<file path="config.mk">
export PLATFORM = sky130hd
export DESIGN_NAME = xy_route_link_load_counter_core
export DESIGN_NICKNAME = d
export VERILOG_FILES = /design/src/design/xylc_pkg.sv /design/src/design/xylc_ram.sv /design/src/design/xylc_sat_add.sv /design/src/design/xy_route_link_load_counter_core.sv
export VERILOG_INCLUDE_DIRS = /design/src /design/src/design
export SDC_FILE = /design/constraint.sdc
export NUM_CORES = 2
export LEC_CHECK = 0
export BUFFER_PORTS_ARGS = -buffer_cell sky130_fd_sc_hd__buf_2
export CAP_MARGIN = 20
export CORE_UTILIZATION = 30
export CTS_CLUSTER_DIAMETER = 120
export CTS_CLUSTER_SIZE = 40
export DETAILED_ROUTE_END_ITERATION = 6
export GPL_TIMING_DRIVEN = 0
export PLACE_DENSITY = 0.47
export SETUP_SLACK_MARGIN = 0.05
export SKIP_CTS_REPAIR_TIMING = 1
export SKIP_LAST_GASP = 1
export SLEW_MARGIN = 20
export SYNTH_ARGS = -nofsm -noshare
export SYNTH_HDL_FRONTEND = slang
export SYNTH_SLANG_ARGS = --single-unit
</file>
<file path="constraint.sdc">
create_clock -name clock -period 9.9 [get_ports clock]
set_clock_uncertainty 0.2 [all_clocks]
set_input_delay 2.97 -clock clock [delete_from_list [all_inputs] [get_ports clock]]
set_output_delay 2.97 -clock clock [all_outputs]
set_load 0.01 [all_outputs]
</file>
<file path="src/design/xy_route_link_load_counter_core_macros.svh">
// Assertion macros shared by the link load counter RTL.
// Depends on nothing; included by files that carry concurrent assertions.
`ifndef XY_ROUTE_LINK_LOAD_COUNTER_CORE_MACROS_SVH
`define XY_ROUTE_LINK_LOAD_COUNTER_CORE_MACROS_SVH
`ifndef SYNTHESIS
// Same-cycle implication, checked on every rising clock edge outside reset.
`define XYLC_ASSERT_IMP(label, clk, rst, ante, cons) \
   label: assert property (@(posedge clk) disable iff (rst) (ante) |-> (cons)) \
      else $error("xylc: implication check failed");
// Next-cycle implication, checked on every rising clock edge outside reset.
`define XYLC_ASSERT_NEXT(label, clk, rst, ante, cons) \
   label: assert property (@(posedge clk) disable iff (rst) (ante) |=> (cons)) \
      else $error("xylc: next-cycle check failed");
`else
`define XYLC_ASSERT_IMP(label, clk, rst, ante, cons)
`define XYLC_ASSERT_NEXT(label, clk, rst, ante, cons)
`endif
`endif

</file>
<file path="src/design/xylc_pkg.sv">
// Types, codes and constants of the XY route link load counter.
// Depends on nothing; used by every module of the block but xylc_ram.
package xylc_pkg;

   localparam int MESH_X_DEF = 6;
   localparam int MESH_Y_DEF = 8;
   localparam int COORD_W    = 3;
   localparam int LOAD_W     = 32;
   localparam int HOPS_W     = 4;

   typedef enum logic [1:0] {
      CMD_CLEAR = 2'd0,
      CMD_ROUTE = 2'd1,
      CMD_READ  = 2'd2
   } cmd_type;

   typedef enum logic [2:0] {
      ST_INIT,
      ST_IDLE,
      ST_CLEAR,
      ST_WALK,
      ST_RD_ADDR,
      ST_RD_DATA,
      ST_DONE
   } state_type;

   typedef struct packed {
      logic [1:0]         command;
      logic [COORD_W-1:0] src_x;
      logic [COORD_W-1:0] src_y;
      logic [COORD_W-1:0] dst_x;
      logic [COORD_W-1:0] dst_y;
      logic [LOAD_W-1:0]  weight;
      logic [COORD_W-1:0] read_x;
      logic [COORD_W-1:0] read_y;
   } req_type;

   typedef struct packed {
      logic [LOAD_W-1:0] x_load;
      logic [LOAD_W-1:0] y_load;
      logic [HOPS_W-1:0] hops;
      logic              saturated;
   } rsp_type;

   // Result of one pass through the shared saturating adder.
   typedef struct packed {
      logic [LOAD_W-1:0] sum;
      logic              saturated;
   } add_res_type;

endpackage

</file>
<file path="src/design/xylc_ram.sv">
// Generic single-write, single-read RAM with a registered read port.
// Depends on nothing.
module xylc_ram #(
   parameter int WIDTH = 32,
   parameter int DEPTH = 48
) (
   input  logic                     clock,
   input  logic                     wr_en,
   input  logic [$clog2(DEPTH)-1:0] wr_addr,
   input  logic [WIDTH-1:0]         wr_data,
   input  logic [$clog2(DEPTH)-1:0] rd_addr,
   output logic [WIDTH-1:0]         rd_data
);

   logic [WIDTH-1:0] mem [DEPTH];
   logic [WIDTH-1:0] rd_data_ff;

   always_ff @(posedge clock) begin
      if (wr_en) begin
         mem[wr_addr] <= wr_data;
      end
      rd_data_ff <= mem[rd_addr];
   end

   assign rd_data = rd_data_ff;

endmodule

</file>
<file path="src/design/xylc_sat_add.sv">
// Shared saturating adder used for every link counter update.
// Depends on xylc_pkg.
module xylc_sat_add (
   input  logic [xylc_pkg::LOAD_W-1:0] old_load,
   input  logic [xylc_pkg::LOAD_W-1:0] weight,
   output xylc_pkg::add_res_type       result
);
   import xylc_pkg::*;

   logic [LOAD_W:0] wide_sum;

   assign wide_sum = {1'b0, old_load} + {1'b0, weight};

   // A carry out of the top bit means the counter would pass its maximum.
   always_comb begin
      result.saturated = wide_sum[LOAD_W];
      result.sum       = wide_sum[LOAD_W] ? {LOAD_W{1'b1}} : wide_sum[LOAD_W-1:0];
   end

endmodule

</file>
<file path="src/design/xy_route_link_load_counter_core.sv">
// Top level of the XY route link load counter: sequencer, path walker and stores.
// Depends on xylc_pkg, xylc_ram, xylc_sat_add and the assertion macro header.
//
//   Channel | Direction | Handshake            | Payload
//   req     | in        | req_valid/req_ready  | req_data (xylc_pkg::req_type)
//   rsp     | out       | rsp_valid/rsp_ready  | rsp_data (xylc_pkg::rsp_type)
//
// A route does one link read-modify-write per hop through the shared saturating
// adder, with the read of the next link overlapping the write of the last.
// Clear, and also reset, sweeps all MESH_X * MESH_Y entries of both link RAMs one
// entry per cycle; req_ready stays low during the sweep.
// The result sits in an output register, so one finished result may wait on a stalled
// rsp channel while the next item is taken; a second result waits in the done state.
`include "xy_route_link_load_counter_core_macros.svh"

module xy_route_link_load_counter_core #(
   parameter int MESH_X = xylc_pkg::MESH_X_DEF,
   parameter int MESH_Y = xylc_pkg::MESH_Y_DEF
) (
   input  logic              clock,
   input  logic              reset,
   input  logic              req_valid,
   output logic              req_ready,
   input  xylc_pkg::req_type req_data,
   output logic              rsp_valid,
   input  logic              rsp_ready,
   output xylc_pkg::rsp_type rsp_data
);
   import xylc_pkg::*;

   localparam int NODES  = MESH_X * MESH_Y;
   localparam int NODE_W = $clog2(NODES);

   // Node index of column x, row y in row-major order.
   function automatic logic [NODE_W-1:0] node_at(input logic [COORD_W-1:0] x,
                                                 input logic [COORD_W-1:0] y);
      logic [31:0] idx;
      idx = 32'(y) * 32'(MESH_X) + 32'(x);
      return idx[NODE_W-1:0];
   endfunction

   state_type          state_ff, state_in;
   req_type            item_ff;
   logic [COORD_W-1:0] x_ff, x_in, y_ff, y_in;
   logic [HOPS_W-1:0]  hops_ff, hops_in;
   logic               sat_ff, sat_in;
   logic [LOAD_W-1:0]  xl_ff, xl_in, yl_ff, yl_in;
   logic               pend_ff, pend_in;
   logic               pend_north_ff, pend_north_in;
   logic [NODE_W-1:0]  pend_addr_ff, pend_addr_in;
   logic [NODE_W-1:0]  cnt_ff, cnt_in;
   logic               rsp_valid_ff, rsp_valid_in;
   rsp_type            rsp_data_ff, rsp_data_in;

   // Walker: the next link crossed from the current position.
   logic               move_x, move_y, hop_valid, hop_north;
   logic [COORD_W-1:0] hop_x, hop_y, next_x, next_y;
   logic [NODE_W-1:0]  hop_addr;
   logic               route_ok, read_ok, sweep_last;

   // Store ports.
   logic               east_we, north_we;
   logic [NODE_W-1:0]  wr_addr, rd_addr;
   logic [LOAD_W-1:0]  wr_data, east_rd, north_rd, old_load;
   add_res_type        add_res;

   xylc_ram #(.WIDTH(LOAD_W), .DEPTH(NODES)) u_east_ram (
      .clock   (clock),
      .wr_en   (east_we),
      .wr_addr (wr_addr),
      .wr_data (wr_data),
      .rd_addr (rd_addr),
      .rd_data (east_rd)
   );

   xylc_ram #(.WIDTH(LOAD_W), .DEPTH(NODES)) u_north_ram (
      .clock   (clock),
      .wr_en   (north_we),
      .wr_addr (wr_addr),
      .wr_data (wr_data),
      .rd_addr (rd_addr),
      .rd_data (north_rd)
   );

   assign old_load = pend_north_ff ? north_rd : east_rd;

   xylc_sat_add u_sat_add (
      .old_load (old_load),
      .weight   (item_ff.weight),
      .result   (add_res)
   );

   // XY order: all X hops first, then Y hops in the destination column. Link i of a
   // row or column joins node i and node i+1, so a step down uses the lower node.
   always_comb begin
      move_x    = (x_ff != item_ff.dst_x);
      move_y    = (y_ff != item_ff.dst_y);
      hop_valid = move_x || move_y;
      hop_north = !move_x;
      hop_x     = x_ff;
      hop_y     = y_ff;
      next_x    = x_ff;
      next_y    = y_ff;
      if (move_x) begin
         if (x_ff > item_ff.dst_x) begin
            hop_x  = x_ff - 1'b1;
            next_x = x_ff - 1'b1;
         end else begin
            next_x = x_ff + 1'b1;
         end
      end else if (move_y) begin
         if (y_ff > item_ff.dst_y) begin
            hop_y  = y_ff - 1'b1;
            next_y = y_ff - 1'b1;
         end else begin
            next_y = y_ff + 1'b1;
         end
      end
      hop_addr = node_at(hop_x, hop_y);
   end

   assign route_ok = (32'(req_data.src_x) < 32'(MESH_X)) && (32'(req_data.dst_x) < 32'(MESH_X))
                  && (32'(req_data.src_y) < 32'(MESH_Y)) && (32'(req_data.dst_y) < 32'(MESH_Y));
   assign read_ok  = (32'(item_ff.read_x) < 32'(MESH_X)) && (32'(item_ff.read_y) < 32'(MESH_Y));
   assign sweep_last = (cnt_ff == NODE_W'(NODES - 1));

   assign rd_addr   = (state_ff == ST_RD_ADDR) ? node_at(item_ff.read_x, item_ff.read_y)
                                               : hop_addr;
   assign req_ready = (state_ff == ST_IDLE);

   always_ff @(posedge clock) begin
      if (reset) begin
         state_ff     <= ST_INIT;
         cnt_ff       <= '0;
         pend_ff      <= 1'b0;
         rsp_valid_ff <= 1'b0;
      end else begin
         state_ff     <= state_in;
         cnt_ff       <= cnt_in;
         pend_ff      <= pend_in;
         rsp_valid_ff <= rsp_valid_in;
      end
   end

   always_ff @(posedge clock) begin
      if (req_valid && req_ready) begin
         item_ff <= req_data;
      end
      x_ff          <= x_in;
      y_ff          <= y_in;
      hops_ff       <= hops_in;
      sat_ff        <= sat_in;
      xl_ff         <= xl_in;
      yl_ff         <= yl_in;
      pend_north_ff <= pend_north_in;
      pend_addr_ff  <= pend_addr_in;
      rsp_data_ff   <= rsp_data_in;
   end

   always_comb begin
      state_in      = state_ff;
      cnt_in        = cnt_ff;
      x_in          = x_ff;
      y_in          = y_ff;
      hops_in       = hops_ff;
      sat_in        = sat_ff;
      xl_in         = xl_ff;
      yl_in         = yl_ff;
      pend_in       = 1'b0;
      pend_north_in = pend_north_ff;
      pend_addr_in  = pend_addr_ff;
      rsp_valid_in  = rsp_valid_ff && !rsp_ready;
      rsp_data_in   = rsp_data_ff;
      east_we       = 1'b0;
      north_we      = 1'b0;
      wr_addr       = pend_addr_ff;
      wr_data       = add_res.sum;

      case (state_ff)
         ST_INIT, ST_CLEAR: begin
            east_we  = 1'b1;
            north_we = 1'b1;
            wr_addr  = cnt_ff;
            wr_data  = '0;
            cnt_in   = cnt_ff + 1'b1;
            if (sweep_last) begin
               cnt_in   = '0;
               state_in = (state_ff == ST_INIT) ? ST_IDLE : ST_DONE;
            end
         end
         ST_IDLE: begin
            if (req_valid) begin
               xl_in   = '0;
               yl_in   = '0;
               hops_in = '0;
               sat_in  = 1'b0;
               cnt_in  = '0;
               case (req_data.command)
                  CMD_CLEAR: state_in = ST_CLEAR;
                  CMD_ROUTE: begin
                     x_in     = req_data.src_x;
                     y_in     = req_data.src_y;
                     state_in = route_ok ? ST_WALK : ST_DONE;
                  end
                  CMD_READ: state_in = ST_RD_ADDR;
                  default:  state_in = ST_DONE;
               endcase
            end
         end
         ST_WALK: begin
            // Write back the link read last cycle while the next link is read.
            if (pend_ff) begin
               east_we  = !pend_north_ff;
               north_we = pend_north_ff;
               sat_in   = sat_ff | add_res.saturated;
            end
            if (hop_valid) begin
               pend_in       = 1'b1;
               pend_north_in = hop_north;
               pend_addr_in  = hop_addr;
               hops_in       = hops_ff + 1'b1;
               x_in          = next_x;
               y_in          = next_y;
            end else begin
               state_in = ST_DONE;
            end
         end
         ST_RD_ADDR: state_in = ST_RD_DATA;
         ST_RD_DATA: begin
            if (read_ok) begin
               xl_in = east_rd;
               yl_in = north_rd;
            end
            state_in = ST_DONE;
         end
         ST_DONE: begin
            if (!rsp_valid_ff || rsp_ready) begin
               rsp_valid_in          = 1'b1;
               rsp_data_in.x_load    = xl_ff;
               rsp_data_in.y_load    = yl_ff;
               rsp_data_in.hops      = hops_ff;
               rsp_data_in.saturated = sat_ff;
               state_in              = ST_IDLE;
            end
         end
         default: state_in = ST_IDLE;
      endcase
   end

   assign rsp_valid = rsp_valid_ff;
   assign rsp_data  = rsp_data_ff;

   // A write-back never lands on the link being read in the same cycle.
   `XYLC_ASSERT_IMP(a_no_rmw_overlap, clock, reset,
      (state_ff == ST_WALK) && pend_ff && hop_valid && (hop_north == pend_north_ff),
      hop_addr != pend_addr_ff)
   // A pending write-back only exists while a route is being walked.
   `XYLC_ASSERT_IMP(a_pend_in_walk, clock, reset, pend_ff, state_ff == ST_WALK)
   // The sweep address stays inside the stores.
   `XYLC_ASSERT_IMP(a_sweep_range, clock, reset,
      (state_ff == ST_INIT) || (state_ff == ST_CLEAR), cnt_ff <= NODE_W'(NODES - 1))
   // Saturation can only be reported by a route that crossed at least one link.
   `XYLC_ASSERT_IMP(a_sat_has_hops, clock, reset,
      (state_ff == ST_DONE) && sat_ff, hops_ff != '0)
   // Once the walker runs out of hops, the next cycle delivers or holds the result.
   `XYLC_ASSERT_NEXT(a_walk_ends, clock, reset,
      (state_ff == ST_WALK) && !hop_valid, state_ff == ST_DONE)

endmodule

</file>
Word-level counts from Yosys, hierarchy flattened --
Memories as Yosys holds them, arrays and structs flattened. A register that Yosys moved wholly into a read port is not among the register bits. Cells that the tools add are included.
Word-level totals: bits in registers 206, memory bits (read-only) 0, logic and storage cells 144, bits in latches 0, output and inout bits 71, bits of input ports 56, bits in writable memories 3072, memories kept 2
Memories:
- u_east_ram.mem | depth 48, bits a word 32, read ports 1, clocked after Yosys merged registers in 1, wr ports 1, RTL line xylc_ram.sv:15 | logic [WIDTH-1:0] mem [DEPTH];
- u_north_ram.mem | depth 48, bits a word 32, read ports 1, clocked after Yosys merged registers in 1, wr ports 1, RTL line xylc_ram.sv:15
Operators by class: multiply operators 2, mux-type cells 56, shift-type cells 0, order comparisons 5, divide/modulo/power cells 0, reductions and logical operators 25, bitwise gates (word level) 2, $add $sub $neg 9, eq/ne operators 22
Operators with widths (count):
- 32-bit two-way mux | 6
- 32-bit case mux with 2 select lines | 2
- 3-bit two-way mux | 22
- 32-bit by 32-bit adder with 33-bit output | 1
- 6-bit two-way mux | 4
- 2-bit inequality test, second input constant | 10
- 3-bit case mux with 6 select lines | 1
- 6-bit by 3-bit adder with 6-bit output | 2
- 3-bit case mux with 2 select lines | 2
- 6-bit case mux with 2 select lines | 1
- 1-bit two-way mux | 11
- 3-bit by 2-bit multiplier with 5-bit output, second input constant | 2
- 3-bit equality test, second input constant | 3
- 3-bit < comparator, second input constant | 3
- 3-bit case mux with 3 select lines | 1
- 3-bit AND reduction | 3
- 4-bit two-way mux | 2
- 4-bit case mux with 2 select lines | 1
- 3-bit by 1-bit adder with 3-bit output, second input constant | 2
- 6-bit by 1-bit adder with 6-bit output, second input constant | 1
- 3-bit by 2-bit equality test with 1-bit output, second input constant | 2
- 6-bit equality test, second input constant | 1
- 3-bit > comparator | 2
- 3-bit inequality test | 2
- other kinds (20) | 34

Longest topological paths before layout --
word-level depth 7, depth in mapped cells 21, depth with buffers taken out 19

By module --
A second synthesis with hierarchy kept.
Second synthesis, totals: cell total of the unflattened synthesis 6652, area, all modules 130659.1 µm²
Modules (own cells, without submodules):
- xylc_ram | times used 2, cells each 2912, area an instance 60161.4 µm², sequential area each 46764.9 µm²
- xy_route_link_load_counter_core | times used 1, cells each 563, area an instance 8503.2 µm², sequential area each 6075.8 µm²
- xylc_sat_add | times used 1, cells each 265, area an instance 1833.0 µm², sequential area each 0.0 µm²

Worst setup path before layout --
OpenSTA, ideal clock, no wires.
kind flip-flop to flip-flop, from register pend_north_ff, to memory u_east_ram.mem[0][27] (data pin), setup time 0.975 ns, setup slack 1.528 ns, data arrival time 7.197 ns, period minus slack after synthesis 8.372 ns, cell stages (with the launch flop) 14, data required time 8.725 ns, path buffers 3, cells stage by stage edfxtp_1 clkbuf_1 clkbuf_1 mux2_2 ha_1 clkbuf_1 a21o_1 o21bai_1 a311o_1 o21a_1 o2111ai_1 a211oi_1 or2_2 a211oi_1
Between the ends: cells in the longest elaborated chain, start to end 4
RTL lines:
- start: declaration | RTL line xy_route_link_load_counter_core.sv:49 | logic pend_north_ff, pend_north_in;
- start signal: assignment | RTL line xy_route_link_load_counter_core.sv:155 | pend_north_ff <= pend_north_in;
- 32-bit two-way mux | RTL line xy_route_link_load_counter_core.sv:85 | assign old_load = pend_north_ff ? north_rd : east_rd;
- 32-bit by 32-bit adder with 33-bit output | RTL line xylc_sat_add.sv:12 | assign wide_sum = {1'b0, old_load} + {1'b0, weight};
- 32-bit two-way mux | RTL line xylc_sat_add.sv:17 | result.sum = wide_sum[LOAD_W] ? {LOAD_W{1'b1}} : wide_sum[LOAD_W-1:0];
- 32-bit two-way mux | RTL line xy_route_link_load_counter_core.sv:179 | case (state_ff)
- named net u_east_ram.wr_data[27] | RTL line xylc_ram.sv:10 | input logic [WIDTH-1:0] wr_data,
- end: declaration | RTL line xylc_ram.sv:15
The timed path passes the listed nets, and every way through them passes these cells.

Worst setup path after layout --
from register y_ff[1], to register u_north_ram.rd_data_ff[12] (netlist: u_north_ram.rd_data[12]), read port of u_north_ram.mem
Between the ends: cells in the longest elaborated chain, start to end 7, elaborated cells between the ends (all ways) 9, classes of those cells add/sub: 2; mul: 1; order compare: 1; eq/ne: 1; mux: 4
RTL lines:
- start: declaration | RTL line xy_route_link_load_counter_core.sv:44 | logic [COORD_W-1:0] x_ff, x_in, y_ff, y_in;
- start signal: assignment | RTL line xy_route_link_load_counter_core.sv:150 | y_ff <= y_in;
- 3-bit by 1-bit subtractor with 3-bit output or 3-bit > comparator (tied branches) | RTL line xy_route_link_load_counter_core.sv:113, xy_route_link_load_counter_core.sv:112
- 3-bit two-way mux | RTL line xy_route_link_load_counter_core.sv:112 | if (y_ff > item_ff.dst_y) begin
- 3-bit two-way mux | RTL line xy_route_link_load_counter_core.sv:111 | end else if (move_y) begin
- 3-bit two-way mux (*) | RTL line xy_route_link_load_counter_core.sv:104 | if (move_x) begin
- 3-bit by 2-bit multiplier with 5-bit output (*) | RTL line xy_route_link_load_counter_core.sv:38 | idx = 32'(y) * 32'(MESH_X) + 32'(x);
- 6-bit by 3-bit adder with 6-bit output (*) | RTL line xy_route_link_load_counter_core.sv:38
- named net hop_addr[2] | RTL line xy_route_link_load_counter_core.sv:58 | logic [NODE_W-1:0] hop_addr;
- 6-bit two-way mux (*) | RTL line xy_route_link_load_counter_core.sv:127 | assign rd_addr = (state_ff == ST_RD_ADDR) ? node_at(item_ff.read_x, item_ff.read_y)
- end: declaration | RTL line xylc_ram.sv:16 | logic [WIDTH-1:0] rd_data_ff;
The timed path passes the listed nets; every way through them passes the cells marked *. A chain may end at the register's enable or synchronous reset.

==> results.toml <==
[status]
outcome = "finished, violations left"
violations = "DRC"

[setup_path]
r2r-start = "y_ff[1]$_DFFE_PP_"
critPathRequiredTime_ns = 10.53
timing.critical_path.buf_inv = 6
critPathTopFamily = "buffers and inverters"
cp-startpoint = "y_ff[1]$_DFFE_PP_"
cp_slowest_stage_delay_ns = 0.86
cp_common_cell = "sky130_fd_sc_hd__ha_1"
crit_path_end_kind = "register"
largest_fanout_of_any_net_on_the_critical_path = 10
worst_setup_path_start_kind = "register"
timing.setup.critical_path_class = "reg2reg"
slowest_stage = "sky130_fd_sc_hd__clkbuf_1"
cp_cell_sequence = "ha_1, nor2b_1, o21ai_0, and2_1, nor2b_1, inv_1, ha_1, mux2_2, ha_1, fa_1, nand2_1, o21a_1, buf_2, buf_2, clkbuf_2, buf_12, clkbuf_1, nand3_1, a32oi_1, mux2i_1, mux2i_1"
crit_arrival_ns = 9.23

[synth]
postSynth.asyncResetShare_pct = 0
synthTopCellsByCount = "3,267 x sky130_fd_sc_hd__edfxtp_1, 2,468 x sky130_fd_sc_hd__nand2_1, 1,663 x sky130_fd_sc_hd__nand3_1"
synth_top_area_cell = "sky130_fd_sc_hd__edfxtp_1"
synth.ff_latch_count = 3342
post-synth-top-count-cell = "sky130_fd_sc_hd__edfxtp_1"
netlist_area_um2 = 133000
mappedNetlistNets = 9673
postSynthAreaPerCell_um2 = 13.92
synth_sequential_area_ratio_pct = 74.89
netlist-cell-type-count = 78
netlist_top_cells_area = "sky130_fd_sc_hd__edfxtp_1 74%, sky130_fd_sc_hd__nand2_1 7.0%, sky130_fd_sc_hd__nand3_1 6.3%, sky130_fd_sc_hd__mux4_2 2.1%, sky130_fd_sc_hd__mux2i_1 1.5%"
netlist.area_leader.share_pct = 73.76
synthesis.yosys.warnings = 0
ys.flop_type = "sky130_fd_sc_hd__edfxtp_1"
synthesis.instances = 9555
synth_enable_flop_cells = 3267

[cells_and_area]
number_of_fill_cells = 42540
layout-drive-gt1-share_pct = 11.73
fin_cells = 16120
final_util_pct = 34.61
area_delta_synth_final_pct = 14.89
nets = 10230

[placement]
gp_congestion = 0.9433
placedCellCount = 15910
port-buffer-count = 125
dp_hpwl_um = 366800

[floorplanning]
ioPinCount = 127
initial_core_util_pct = 30.13
floorplan.die.width_um = 667.8
chipHeight_um = 667.8
core_area_um2 = 441500
dieArea_um2 = 446000
std_cell_rows = 244

[cts]
htreeDepth = 3
tritoncts_clock_tree = "built"
cts.path.max_buffers = 4
cts_sinks = 3342
clk_pin_slew_ns = 0.15
cts-buffers-inserted = 108
worstSkewPairLatency_ns = 0.99
clockRootBuffer = "sky130_fd_sc_hd__clkbuf_16"

[routing]
detail_route.first_pass.iterations = 7
drtAntennaViolNets = 0
number_of_remaining_drc_errors = 160
first_iter_violations = 10690
post_drt_wl_per_cell_um = 30.30
vias_per_cell = 5.245
wirelength_um = 488300
detailroute.via_count = 84520

[global_route]
grt_first_pass_wirelength_um = 658100
grt_antenna_before_repair = 48
largest_net_degree_at_the_start_of_global_routing = 56
globalRoute.totalOverflow = 0
grt_pass1_vias = 79730
track_usage_pct = 21.23

[worst_hold_path]
worstHoldPathType = "reg2reg"
min_from = "yl_ff[10]$_SDFFCE_PP0P_"

[sta]
setup_viol = 0
timing.setup.tns_ns = 0
maxSlewHeadroom_pct = 9.831
tightestPinTransition_ns = 1.353
maxSlewViolCount = 0
period_share_pct = 86.84
final.min_clock_period_ns = 8.597
max_freq_mhz = 116.3
whs_ns = 0.2280
setup_repair_after_global_routing_missed_its_margin = "false"
finalHoldViolCount = 0

[job]
maxCapViolCount = 0

[pwr]
static_leakage_nw = 51.31
peakVddDrop_mv = 0.1457
power_density_nw_per_um2 = 146.1
-- layout make-up --
class	count	area (µm²)	share of cell area (%)
well taps	5904	7387	4.835
multi-input cells	5572	31700	20.74
clock inverters	52	666.9	0.4365
clock buffers	129	2803	1.834
inverters	33	123.9	0.08107
plain buffers	608	2758	1.805
diodes	25	62.56	0.04094
flip-flops and latches	3342	99610	65.19
repair buffers	451	7691	5.034
-- logic make-up (layout without fill, tap and decap cells) --
| kind of cell | Yosys count | in the layout | synth area share, % |
|---|---|---|---|
| flip-flops | 3342 | 3342 | 74.89 |
| other | 0 | 25 | 0 |
| multiplexers | 359 | 359 | 3.891 |
| AND/OR/NAND/NOR | 4570 | 4570 | 15.14 |
| adder cells (fa/ha/maj) | 62 | 62 | 0.6115 |
| XOR/XNOR | 40 | 40 | 0.2738 |
| AO/OA/AOI/OAI | 541 | 541 | 3.055 |
| buffers and inverters | 641 | 1273 | 2.140 |
-- cell usage in the layout, fill, tap and decap left out, types with 99 or more instances in the layout --
cell type	count
sky130_fd_sc_hd__mux4_2	123
sky130_fd_sc_hd__nand3_1	1663
sky130_fd_sc_hd__buf_16	150
sky130_fd_sc_hd__nand2_1	2467
sky130_fd_sc_hd__buf_2	327
sky130_fd_sc_hd__clkbuf_1	319
sky130_fd_sc_hd__clkbuf_16	109
sky130_fd_sc_hd__nor2_4	99
sky130_fd_sc_hd__mux2i_1	201
sky130_fd_sc_hd__buf_12	118
sky130_fd_sc_hd__edfxtp_1	3267
-- power breakdown --
part	switching [W]	total, W	internal, W
clock network	0.00442	0.00668	0.00226
registers	0.0000226	0.0154	0.0154
logic	0.000162	0.000234	0.0000715
-- state kept, by name, summed over array words and instances, names as in the netlist --
name,cells
pend_addr_ff,6
u_north_ram.mem,1536
sat_ff,1
u_east_ram.rd_data,32
cnt_ff,6
x_ff,3
pend_north_ff,1
rsp_valid,1
u_north_ram.rd_data,32
u_east_ram.mem,1536
y_ff,3
yl_ff,32
rsp_data,69
hops_ff,4
pend_ff,1
state_ff,3
xl_ff,32
item_ff,44
-- layer usage --
layer / vias to the layer above / global-route usage [%] / share of wire [%]
li1: 36390 / - / -
met1: 43800 / 28.26 / 41
met2: 3709 / 33.64 / 46
met3: 616 / 4.260 / 8.2
met4: 10 / 9.190 / 5.2
met5: - / 0 / 0.013
-- metrics by stage --
stage | setup slack (ns) | area (µm²) | total power, W
3_5_place_dp | 1.393 | 149200 | 0.01596
6_report | 1.303 | 152800 | 0.02232
2_1_floorplan | 1.528 | 133000 | 0.01580
5_1_grt | 1.265 | 152700 | 0.02283
4_1_cts | 1.407 | 152700 | 0.02243
3_3_place_gp | -10.55 | 141000 | 0.01591
-- worst paths after layout --
check,cells past startpoint,slack (ns),endpoint
setup / recovery,21,1.30,u_north_ram.rd_data[12]$_DFF_P_
hold / removal,0,0.23,rsp_data[15]$_DFFE_PP_
setup reg to reg,21,1.30,u_north_ram.rd_data[12]$_DFF_P_
hold reg to reg,0,0.23,rsp_data[15]$_DFFE_PP_
Note: power is estimated with default switching activity, not from simulation.
